### src/olad_pkg.sv
// Shared types and constants for the ordered list block.
package olad_pkg;

  localparam int unsigned LIST_DEPTH_DEF = 16;
  localparam int unsigned VAL_W          = 32;

  typedef enum logic [1:0] {
    KIND_APPEND = 2'd0,
    KIND_DELETE = 2'd1,
    KIND_DUMP   = 2'd2
  } kind_t;

  typedef enum logic [1:0] {
    RES_OK        = 2'd0,
    RES_EMPTY     = 2'd1,
    RES_NOT_FOUND = 2'd2,
    RES_FULL      = 2'd3
  } status_t;

  typedef enum logic [2:0] {
    ST_IDLE,
    ST_APPEND,
    ST_DELETE,
    ST_SCAN,
    ST_FINISH,
    ST_DUMP
  } state_t;

  // controller -> datapath
  typedef struct packed {
    logic    capture;
    logic    append_wr;
    logic    dec;
    logic    scan;
    logic    dump;
    logic    post;
    status_t code;
  } cmd_t;

  // datapath -> controller
  typedef struct packed {
    logic cnt_zero;
    logic cnt_full;
    logic found;
    logic pass_done;
    logic slot_free;
  } stat_t;

endpackage

### src/olad_if.sv
// Request and result channel interfaces.
interface olad_in_if;
  logic               valid;
  logic               ready;
  logic [1:0]         kind;
  logic signed [31:0] value;
  modport source (output valid, kind, value, input ready);
  modport sink   (input valid, kind, value, output ready);
endinterface

interface olad_out_if;
  logic               valid;
  logic               ready;
  logic [1:0]         status;
  logic signed [31:0] item;
  logic               last;
  modport source (output valid, status, item, last, input ready);
  modport sink   (input valid, status, item, last, output ready);
endinterface

### src/ordered_list_append_delete_top.sv
// Top level of the ordered list block: append, delete first match, dump.
//
//   channel | dir | payload               | note
//   in_ch   | in  | kind, value           | request, one at a time
//   out_ch  | out | status, item, last    | one result, count results on dump, none for unused kind
//
// A request runs to its end before the next one is taken. A delete has the single
// RAM read port visit each stored entry once and shift the later ones up a slot
// behind the match; a dump gives one result per cycle while the sink is ready,
// behind the registered RAM read.
// Reset: synchronous, active low, empties the list; the RAM is not cleared.
// Stalls: a held result stops a dump in place; a new request is taken while
// the last result of the previous one still waits in the output register.
module ordered_list_append_delete_top import olad_pkg::*; #(
  parameter int unsigned LIST_DEPTH = LIST_DEPTH_DEF
) (
  input  logic clk,
  input  logic rst_n,
  olad_in_if.sink    in_ch,
  olad_out_if.source out_ch
);

  cmd_t  cmd;
  stat_t stat;

  // Sequences each request and decides when a result is posted.
  olad_ctrl u_ctrl (
    .clk      (clk),
    .rst_n    (rst_n),
    .in_valid (in_ch.valid),
    .in_kind  (in_ch.kind),
    .in_ready (in_ch.ready),
    .stat     (stat),
    .cmd      (cmd)
  );

  // Holds the entries, the count and the result register.
  olad_dp #(
    .LIST_DEPTH (LIST_DEPTH)
  ) u_dp (
    .clk        (clk),
    .rst_n      (rst_n),
    .cmd        (cmd),
    .stat       (stat),
    .in_value   (in_ch.value),
    .out_ready  (out_ch.ready),
    .out_valid  (out_ch.valid),
    .out_status (out_ch.status),
    .out_item   (out_ch.item),
    .out_last   (out_ch.last)
  );

endmodule

### src/olad_ram.sv
// Generic simple dual-port RAM, registered read with read enable.
module olad_ram #(
  parameter int unsigned WIDTH = 32,
  parameter int unsigned DEPTH = 16
) (
  input  logic                     clk,
  input  logic                     we,
  input  logic [$clog2(DEPTH)-1:0] waddr,
  input  logic [WIDTH-1:0]         wdata,
  input  logic                     re,
  input  logic [$clog2(DEPTH)-1:0] raddr,
  output logic [WIDTH-1:0]         rdata
);

  logic [WIDTH-1:0] mem_r [DEPTH];
  logic [WIDTH-1:0] rdata_r;

  always_ff @(posedge clk) begin
    if (we) begin
      mem_r[waddr] <= wdata;
    end
    if (re) begin
      rdata_r <= mem_r[raddr];
    end
  end

  assign rdata = rdata_r;

endmodule

### src/olad_ctrl.sv
// Controller state machine for the ordered list.
module olad_ctrl import olad_pkg::*; (
  input  logic  clk,
  input  logic  rst_n,
  input  logic  in_valid,
  input  logic  [1:0] in_kind,
  output logic  in_ready,
  input  stat_t stat,
  output cmd_t  cmd
);

  state_t state_r, state_nxt;

  always_ff @(posedge clk) begin
    if (!rst_n) begin
      state_r <= ST_IDLE;
    end else begin
      state_r <= state_nxt;
    end
  end

  always_comb begin
    state_nxt = state_r;
    case (state_r)
      ST_IDLE: begin
        if (in_valid) begin
          case (kind_t'(in_kind))
            KIND_APPEND: state_nxt = ST_APPEND;
            KIND_DELETE: state_nxt = ST_DELETE;
            KIND_DUMP:   state_nxt = ST_DUMP;
            default:     state_nxt = ST_IDLE;  // no such operation
          endcase
        end
      end
      ST_APPEND: begin
        if (stat.slot_free) state_nxt = ST_IDLE;
      end
      ST_DELETE: begin
        if (!stat.cnt_zero)      state_nxt = ST_SCAN;
        else if (stat.slot_free) state_nxt = ST_IDLE;
      end
      ST_SCAN: begin
        if (stat.pass_done) state_nxt = ST_FINISH;
      end
      ST_FINISH: begin
        if (stat.slot_free) state_nxt = ST_IDLE;
      end
      ST_DUMP: begin
        if (stat.cnt_zero ? stat.slot_free : stat.pass_done) state_nxt = ST_IDLE;
      end
      default: state_nxt = ST_IDLE;
    endcase
  end

  always_comb begin
    cmd      = '0;
    cmd.code = RES_OK;
    in_ready = 1'b0;
    case (state_r)
      ST_IDLE: begin
        in_ready    = 1'b1;
        cmd.capture = in_valid;
      end
      ST_APPEND: begin
        cmd.post      = stat.slot_free;
        cmd.append_wr = stat.slot_free && !stat.cnt_full;
        cmd.code      = stat.cnt_full ? RES_FULL : RES_OK;
      end
      ST_DELETE: begin
        cmd.post = stat.cnt_zero && stat.slot_free;
        cmd.code = RES_EMPTY;
      end
      ST_SCAN: begin
        cmd.scan = 1'b1;
      end
      ST_FINISH: begin
        cmd.post = stat.slot_free;
        cmd.dec  = stat.slot_free && stat.found;
        cmd.code = stat.found ? RES_OK : RES_NOT_FOUND;
      end
      ST_DUMP: begin
        cmd.dump = !stat.cnt_zero;
        cmd.post = stat.cnt_zero && stat.slot_free;
        cmd.code = RES_EMPTY;
      end
      default: begin
        cmd.code = RES_OK;
      end
    endcase
  end

endmodule

### src/olad_dp.sv
// Datapath: entry RAM, count, read pointer, compare and result register.
module olad_dp import olad_pkg::*; #(
  parameter int unsigned LIST_DEPTH = LIST_DEPTH_DEF
) (
  input  logic                    clk,
  input  logic                    rst_n,
  input  cmd_t                    cmd,
  output stat_t                   stat,
  input  logic signed [VAL_W-1:0] in_value,
  input  logic                    out_ready,
  output logic                    out_valid,
  output logic [1:0]              out_status,
  output logic signed [VAL_W-1:0] out_item,
  output logic                    out_last
);

  localparam int unsigned AW = $clog2(LIST_DEPTH);
  localparam int unsigned CW = $clog2(LIST_DEPTH + 1);

  logic [CW-1:0]    cnt_r, cnt_nxt;
  logic [CW-1:0]    rd_addr_r, rd_addr_nxt;
  logic [AW-1:0]    tag_r, tag_nxt;
  logic             dvalid_r, dvalid_nxt;
  logic             found_r, found_nxt;
  logic [VAL_W-1:0] val_r, val_nxt;

  logic             out_valid_r, out_valid_nxt;
  status_t          out_status_r, out_status_nxt;
  logic [VAL_W-1:0] out_item_r, out_item_nxt;
  logic             out_last_r, out_last_nxt;

  logic             slot_free, consume, issue, tag_last, hit;
  logic             we;
  logic [AW-1:0]    waddr;
  logic [VAL_W-1:0] wdata, rdata;

  assign slot_free = !out_valid_r || out_ready;
  assign consume   = dvalid_r && (cmd.scan || (cmd.dump && slot_free));
  assign issue     = (cmd.scan || cmd.dump) && (rd_addr_r < cnt_r) && (!dvalid_r || consume);
  assign tag_last  = (CW'(tag_r) == (cnt_r - CW'(1)));
  assign hit       = (rdata == val_r);

  // Append writes at the tail; a delete pass moves each later entry up one slot.
  always_comb begin
    we    = 1'b0;
    waddr = cnt_r[AW-1:0];
    wdata = val_r;
    if (cmd.append_wr) begin
      we = 1'b1;
    end else if (cmd.scan && consume && found_r) begin
      we    = 1'b1;
      waddr = tag_r - AW'(1);
      wdata = rdata;
    end
  end

  olad_ram #(
    .WIDTH (VAL_W),
    .DEPTH (LIST_DEPTH)
  ) u_ram (
    .clk   (clk),
    .we    (we),
    .waddr (waddr),
    .wdata (wdata),
    .re    (issue),
    .raddr (rd_addr_r[AW-1:0]),
    .rdata (rdata)
  );

  always_comb begin
    cnt_nxt     = cnt_r;
    rd_addr_nxt = rd_addr_r;
    tag_nxt     = tag_r;
    dvalid_nxt  = dvalid_r;
    found_nxt   = found_r;
    val_nxt     = val_r;
    if (cmd.capture) begin
      val_nxt     = in_value;
      rd_addr_nxt = '0;
      dvalid_nxt  = 1'b0;
      found_nxt   = 1'b0;
    end else begin
      if (issue) begin
        rd_addr_nxt = rd_addr_r + CW'(1);
        tag_nxt     = rd_addr_r[AW-1:0];
        dvalid_nxt  = 1'b1;
      end else if (consume) begin
        dvalid_nxt  = 1'b0;
      end
      if (cmd.scan && consume && !found_r && hit) begin
        found_nxt = 1'b1;
      end
    end
    if (cmd.append_wr) begin
      cnt_nxt = cnt_r + CW'(1);
    end else if (cmd.dec) begin
      cnt_nxt = cnt_r - CW'(1);
    end
  end

  always_comb begin
    out_valid_nxt  = out_valid_r;
    out_status_nxt = out_status_r;
    out_item_nxt   = out_item_r;
    out_last_nxt   = out_last_r;
    if (cmd.post) begin
      out_valid_nxt  = 1'b1;
      out_status_nxt = cmd.code;
      out_item_nxt   = '0;
      out_last_nxt   = 1'b1;
    end else if (cmd.dump && consume) begin
      out_valid_nxt  = 1'b1;
      out_status_nxt = RES_OK;
      out_item_nxt   = rdata;
      out_last_nxt   = tag_last;
    end else if (out_ready) begin
      out_valid_nxt  = 1'b0;
    end
  end

  always_ff @(posedge clk) begin
    if (!rst_n) begin
      cnt_r       <= '0;
      rd_addr_r   <= '0;
      dvalid_r    <= 1'b0;
      found_r     <= 1'b0;
      out_valid_r <= 1'b0;
    end else begin
      cnt_r       <= cnt_nxt;
      rd_addr_r   <= rd_addr_nxt;
      dvalid_r    <= dvalid_nxt;
      found_r     <= found_nxt;
      out_valid_r <= out_valid_nxt;
    end
  end

  always_ff @(posedge clk) begin
    tag_r        <= tag_nxt;
    val_r        <= val_nxt;
    out_status_r <= out_status_nxt;
    out_item_r   <= out_item_nxt;
    out_last_r   <= out_last_nxt;
  end

  assign stat.cnt_zero  = (cnt_r == '0);
  assign stat.cnt_full  = (cnt_r == CW'(LIST_DEPTH));
  assign stat.found     = found_r;
  assign stat.pass_done = consume && tag_last;
  assign stat.slot_free = slot_free;

  assign out_valid  = out_valid_r;
  assign out_status = out_status_r;
  assign out_item   = out_item_r;
  assign out_last   = out_last_r;

endmodule

### src/flat_wrapper.sv
// flat-port wrapper written by rule: the top's interface ports become plain ports
module ordered_list_append_delete_top_flat import olad_pkg::*;
#(
  parameter int unsigned LIST_DEPTH = LIST_DEPTH_DEF
)
  (clk, rst_n, in_ch_valid, in_ch_kind, in_ch_value, in_ch_ready, out_ch_valid, out_ch_status, out_ch_item, out_ch_last, out_ch_ready);
  olad_in_if in_ch_i ();
  olad_out_if out_ch_i ();
  input  logic clk;
  input  logic rst_n;
  input wire logic [$bits(in_ch_i.valid)-1:0] in_ch_valid;
  input wire logic [$bits(in_ch_i.kind)-1:0] in_ch_kind;
  input wire logic [$bits(in_ch_i.value)-1:0] in_ch_value;
  output wire logic [$bits(in_ch_i.ready)-1:0] in_ch_ready;
  output wire logic [$bits(out_ch_i.valid)-1:0] out_ch_valid;
  output wire logic [$bits(out_ch_i.status)-1:0] out_ch_status;
  output wire logic [$bits(out_ch_i.item)-1:0] out_ch_item;
  output wire logic [$bits(out_ch_i.last)-1:0] out_ch_last;
  input wire logic [$bits(out_ch_i.ready)-1:0] out_ch_ready;
  assign in_ch_i.valid = in_ch_valid;
  assign in_ch_i.kind = in_ch_kind;
  assign in_ch_i.value = in_ch_value;
  assign in_ch_ready = in_ch_i.ready;
  assign out_ch_valid = out_ch_i.valid;
  assign out_ch_status = out_ch_i.status;
  assign out_ch_item = out_ch_i.item;
  assign out_ch_last = out_ch_i.last;
  assign out_ch_i.ready = out_ch_ready;
  ordered_list_append_delete_top #(.LIST_DEPTH(LIST_DEPTH)) u_core (.clk(clk), .rst_n(rst_n), .in_ch(in_ch_i), .out_ch(out_ch_i));
endmodule
### config.mk
export PLATFORM = sky130hd
export DESIGN_NAME = ordered_list_append_delete_top_flat
export DESIGN_NICKNAME = d
export VERILOG_FILES = /design/src/olad_pkg.sv /design/src/olad_if.sv /design/src/ordered_list_append_delete_top.sv /design/src/olad_ram.sv /design/src/olad_ctrl.sv /design/src/olad_dp.sv /design/src/flat_wrapper.sv
export SDC_FILE = /design/constraint.sdc
export NUM_CORES = 1
export LEC_CHECK = 0
export BUFFER_PORTS_ARGS = -buffer_cell sky130_fd_sc_hd__buf_2
export CAP_MARGIN = 40
export CORE_ASPECT_RATIO = 1.5
export CORE_MARGIN = 5
export CORE_UTILIZATION = 61
export CTS_BUF_LIST = sky130_fd_sc_hd__clkbuf_2 sky130_fd_sc_hd__clkbuf_4 sky130_fd_sc_hd__clkbuf_8
export DETAILED_ROUTE_END_ITERATION = 12
export PLACE_DENSITY = 0.8
export REMOVE_ABC_BUFFERS = 1
export SYNTH_ARGS = -nofsm -noshare
export SYNTH_HDL_FRONTEND = slang
export SYNTH_SLANG_ARGS = --single-unit
### constraint.sdc
create_clock -name clk -period 4.4 [get_ports clk]
set_clock_uncertainty 0.05 [all_clocks]
set_input_delay 0 -clock clk [delete_from_list [all_inputs] [get_ports clk]]
set_output_delay 0 -clock clk [all_outputs]
set_load 0.02 [all_outputs]
==> flow_summary.json <==
{
  "status": "complete, no violations",
  "die_y_um": 258,
  "start_util": 0.618,
  "hold_class": "input port to flip-flop",
  "die_w_um": 175,
  "vdd_ir_drop_max_uv": 280,
  "synth_area_leader_cell": "edfxtp_1",
  "clkSlewWorstSetupHoldPaths_ns": 0.06,
  "critPathMaxFanout": 21,
  "syn_inst": 1375,
  "viasPerCell": 6.29,
  "power.leakage_nw": 9.27,
  "rsz0062_at_grt": "false",
  "ys.flop_type": "edfxtp_1",
  "floorplan.die_area_sq_mm": 0.0451,
  "drt_first_pass_iters": 9,
  "drive_above_1_share": 0.262,
  "vias": 13548,
  "fp-row-count": 90,
  "worstPathCellList": "and3b_1 > and3_2 > mux2i_1 > nand2_1 > nor2_4 > buf_4",
  "clk_latency_ns": 0.67,
  "antenna_found_initial": 1,
  "cp-end-kind": "flip-flop",
  "fillers": 2306,
  "clk_path_buf_depth": 3,
  "synthTopCellsByArea": "edfxtp_1 70%, mux4_2 12%, dfxtp_1 3.9%",
  "post_drt_wl_per_cell_um": 26.4,
  "grt_max_degree": 91,
  "portBuffers": 74,
  "syn_area_sq_mm": 0.0249,
  "crit_slowest_cell": "dfxtp_1",
  "power.density_mw_per_mm2": 409,
  "grt_pass1_vias": 13897,
  "first_iter_violations": 1479,
  "synth_seq_area_share": 0.741,
  "min_period_ns": 3.53,
  "ys_types": 61,
  "hold_viol": 0,
  "fin_nets": 1622,
  "timing.critical_path.required_ns": 4.68,
  "synth-edff-count": 582,
  "core_area_sq_mm": 0.0403,
  "drc": 0,
  "tightest_slew_ns": 0.864,
  "worst_slew_margin_rel": 0.424,
  "crit_path_start_kind": "flip-flop",
  "min_period_over_period": 0.802,
  "ys_warn_count": 0,
  "worstSetupPathType": "flip-flop to flip-flop",
  "syn2layout_area_growth_pct": 15.8,
  "fmax_mhz": 283,
  "drv_cap": 0,
  "place_inst": 1923,
  "cp_slowest_stage_delay_ns": 0.75,
  "cts_resized": 0,
  "cts_tree": "done",
  "async_flop_share": 0,
  "final_cells": 2154,
  "grt.overflow.total": 0,
  "worst-path-buf-inv": 1,
  "htree_num_levels": 3,
  "place_hpwl_um": 35900,
  "avgSynthCellArea_sq_um": 18.1,
  "grt_pass1_wl_um": 85700,
  "cpLargestDelayFamily": "simple AND/OR/NAND/NOR gates",
  "cts_made_buffers": 88,
  "gp_congestion": 0.904,
  "setup_viol": 0,
  "root_buffer": "clkbuf_8",
  "ant_nets": 0,
  "drt-total-wl_um": 57000,
  "cp.arrival_ns": 3.81,
  "finalSetupTns_ns": 0,
  "cts.sinks": 631,
  "ys_ff_latch": 631,
  "io_pins": 75,
  "grtUsageTotal": 0.258,
  "power.total_w": 0.0118,
  "synth_top_area_share": 0.701,
  "maxSlewViolCount": 0
}
[synth_stat cells (3+ instances only)]
cell      number
clkbuf_1      24
edfxtp_1     582
nand4_1        8
nor2b_1       36
and3_1         4
nand2b_1       8
xor2_1        18
a31oi_1        6
buf_4          6
buf_6          3
a21oi_1       68
nor2_1        36
mux4_2       128
xnor2_1       27
dfxtp_1       49
nand2_1      175
nor3_1         9
buf_2         29
inv_1          9
mux2i_1       36
ha_1           8
o21ai_0        5
buf_1         13
nor4_1         7
a211oi_1      34
nand3_1        4
[final timing paths]
kind | from | to | slack, ns | depth (start not counted)
max | u_core.u_ctrl.state_r[0] | u_core.u_dp.u_ram.mem_r[3][12] | 0.87 | 6
min | in_ch_value[21] | u_core.u_dp.val_r[21] | 0.04 | 2
max reg2reg | u_core.u_ctrl.state_r[0] | u_core.u_dp.u_ram.mem_r[3][12] | 0.87 | 6
min reg2reg | u_core.u_dp.out_item[15] | u_core.u_dp.out_item[15] | 0.40 | 2
[what timing repair did]
item,CTS,global route
setup buffers,0,0
endpoints found under the hold margin,59,1
hold buffers,68,1
[layout by cell type, fill, tap and decap left out, types with 34 or more instances in the layout]
cell type and instances:
a211oi_1 34, a21oi_1 68, buf_2 74, clkbuf_8 101, dfxtp_1 45, dlygate4sd3_1 69, edfxtp_1 582, mux2i_1 36
mux4_2 128, nand2_1 175, nor2b_1 36
[sequential cells by signal, indices dropped and copies added, names as in the netlist]
| name | count |
|---|---|
| u_core.u_dp.u_ram.mem_r | 512 |
| u_core.u_dp.out_last | 1 |
| u_core.u_dp.rd_addr_r | 5 |
| u_core.u_dp.out_valid | 1 |
| u_core.u_dp.tag_r | 4 |
| u_core.u_dp.u_ram.rdata | 32 |
| u_core.u_dp.val_r | 32 |
| u_core.u_dp.out_item | 32 |
| u_core.u_dp.out_status | 2 |
| u_core.u_dp.cnt_r | 5 |
| u_core.u_dp.found_r | 1 |
| u_core.u_dp.dvalid_r | 1 |
| u_core.u_ctrl.state_r | 3 |
[layer usage]
layer	vias up	global-route usage	part of all wire
met1	6921	0.340	0.37
met5	-	0	0
li1	5832	-	-
met4	0	0.103	0.039
met3	129	0.0601	0.091
met2	666	0.422	0.50
[stage by stage]
| stage | hold slack (ns) | util | setup slack (ns) | instance area, sq um |
|---|---|---|---|---|
| CTS | 0.00441 | 0.715 | 0.891 | 28800 |
| finish | 0.0414 | 0.716 | 0.869 | 28900 |
| floorplan | 0.0489 | - | -2.54 | 24600 |
| global placement | 0.126 | 0.644 | 0.934 | 25900 |
| global route | 0.0127 | 0.716 | 0.660 | 28900 |
| detailed placement | 0.128 | 0.653 | 0.920 | 26300 |
[report_power, final]
part           internal (W)  switching, W
Clock               0.00252       0.00212
Sequential          0.00665     0.0000434
Combinational      0.000154      0.000310
[final cells by class]
type,count,area (sq um),area share
antenna,1,2.50,0.0000867
timing repair buffer,186,1660,0.0576
clock inverter,33,255,0.00885
inverter,9,33.8,0.00117
clock buffer,128,1590,0.0552
multi-input combinational,660,6200,0.215
tap,506,633,0.0219
sequential,631,18500,0.640
[kinds of logic after synthesis]
family,Yosys count,share of synthesized area
AOI/OAI and AO/OA,138,0.0357
xor gates and xnor gates,45,0.0158
adders and majority gates,8,0.00402
buffers and inverters,84,0.0159
DFF,631,0.741
muxes,164,0.130
and+or+nand+nor,305,0.0575
Note: power is estimated with default switching activity, not from simulation.
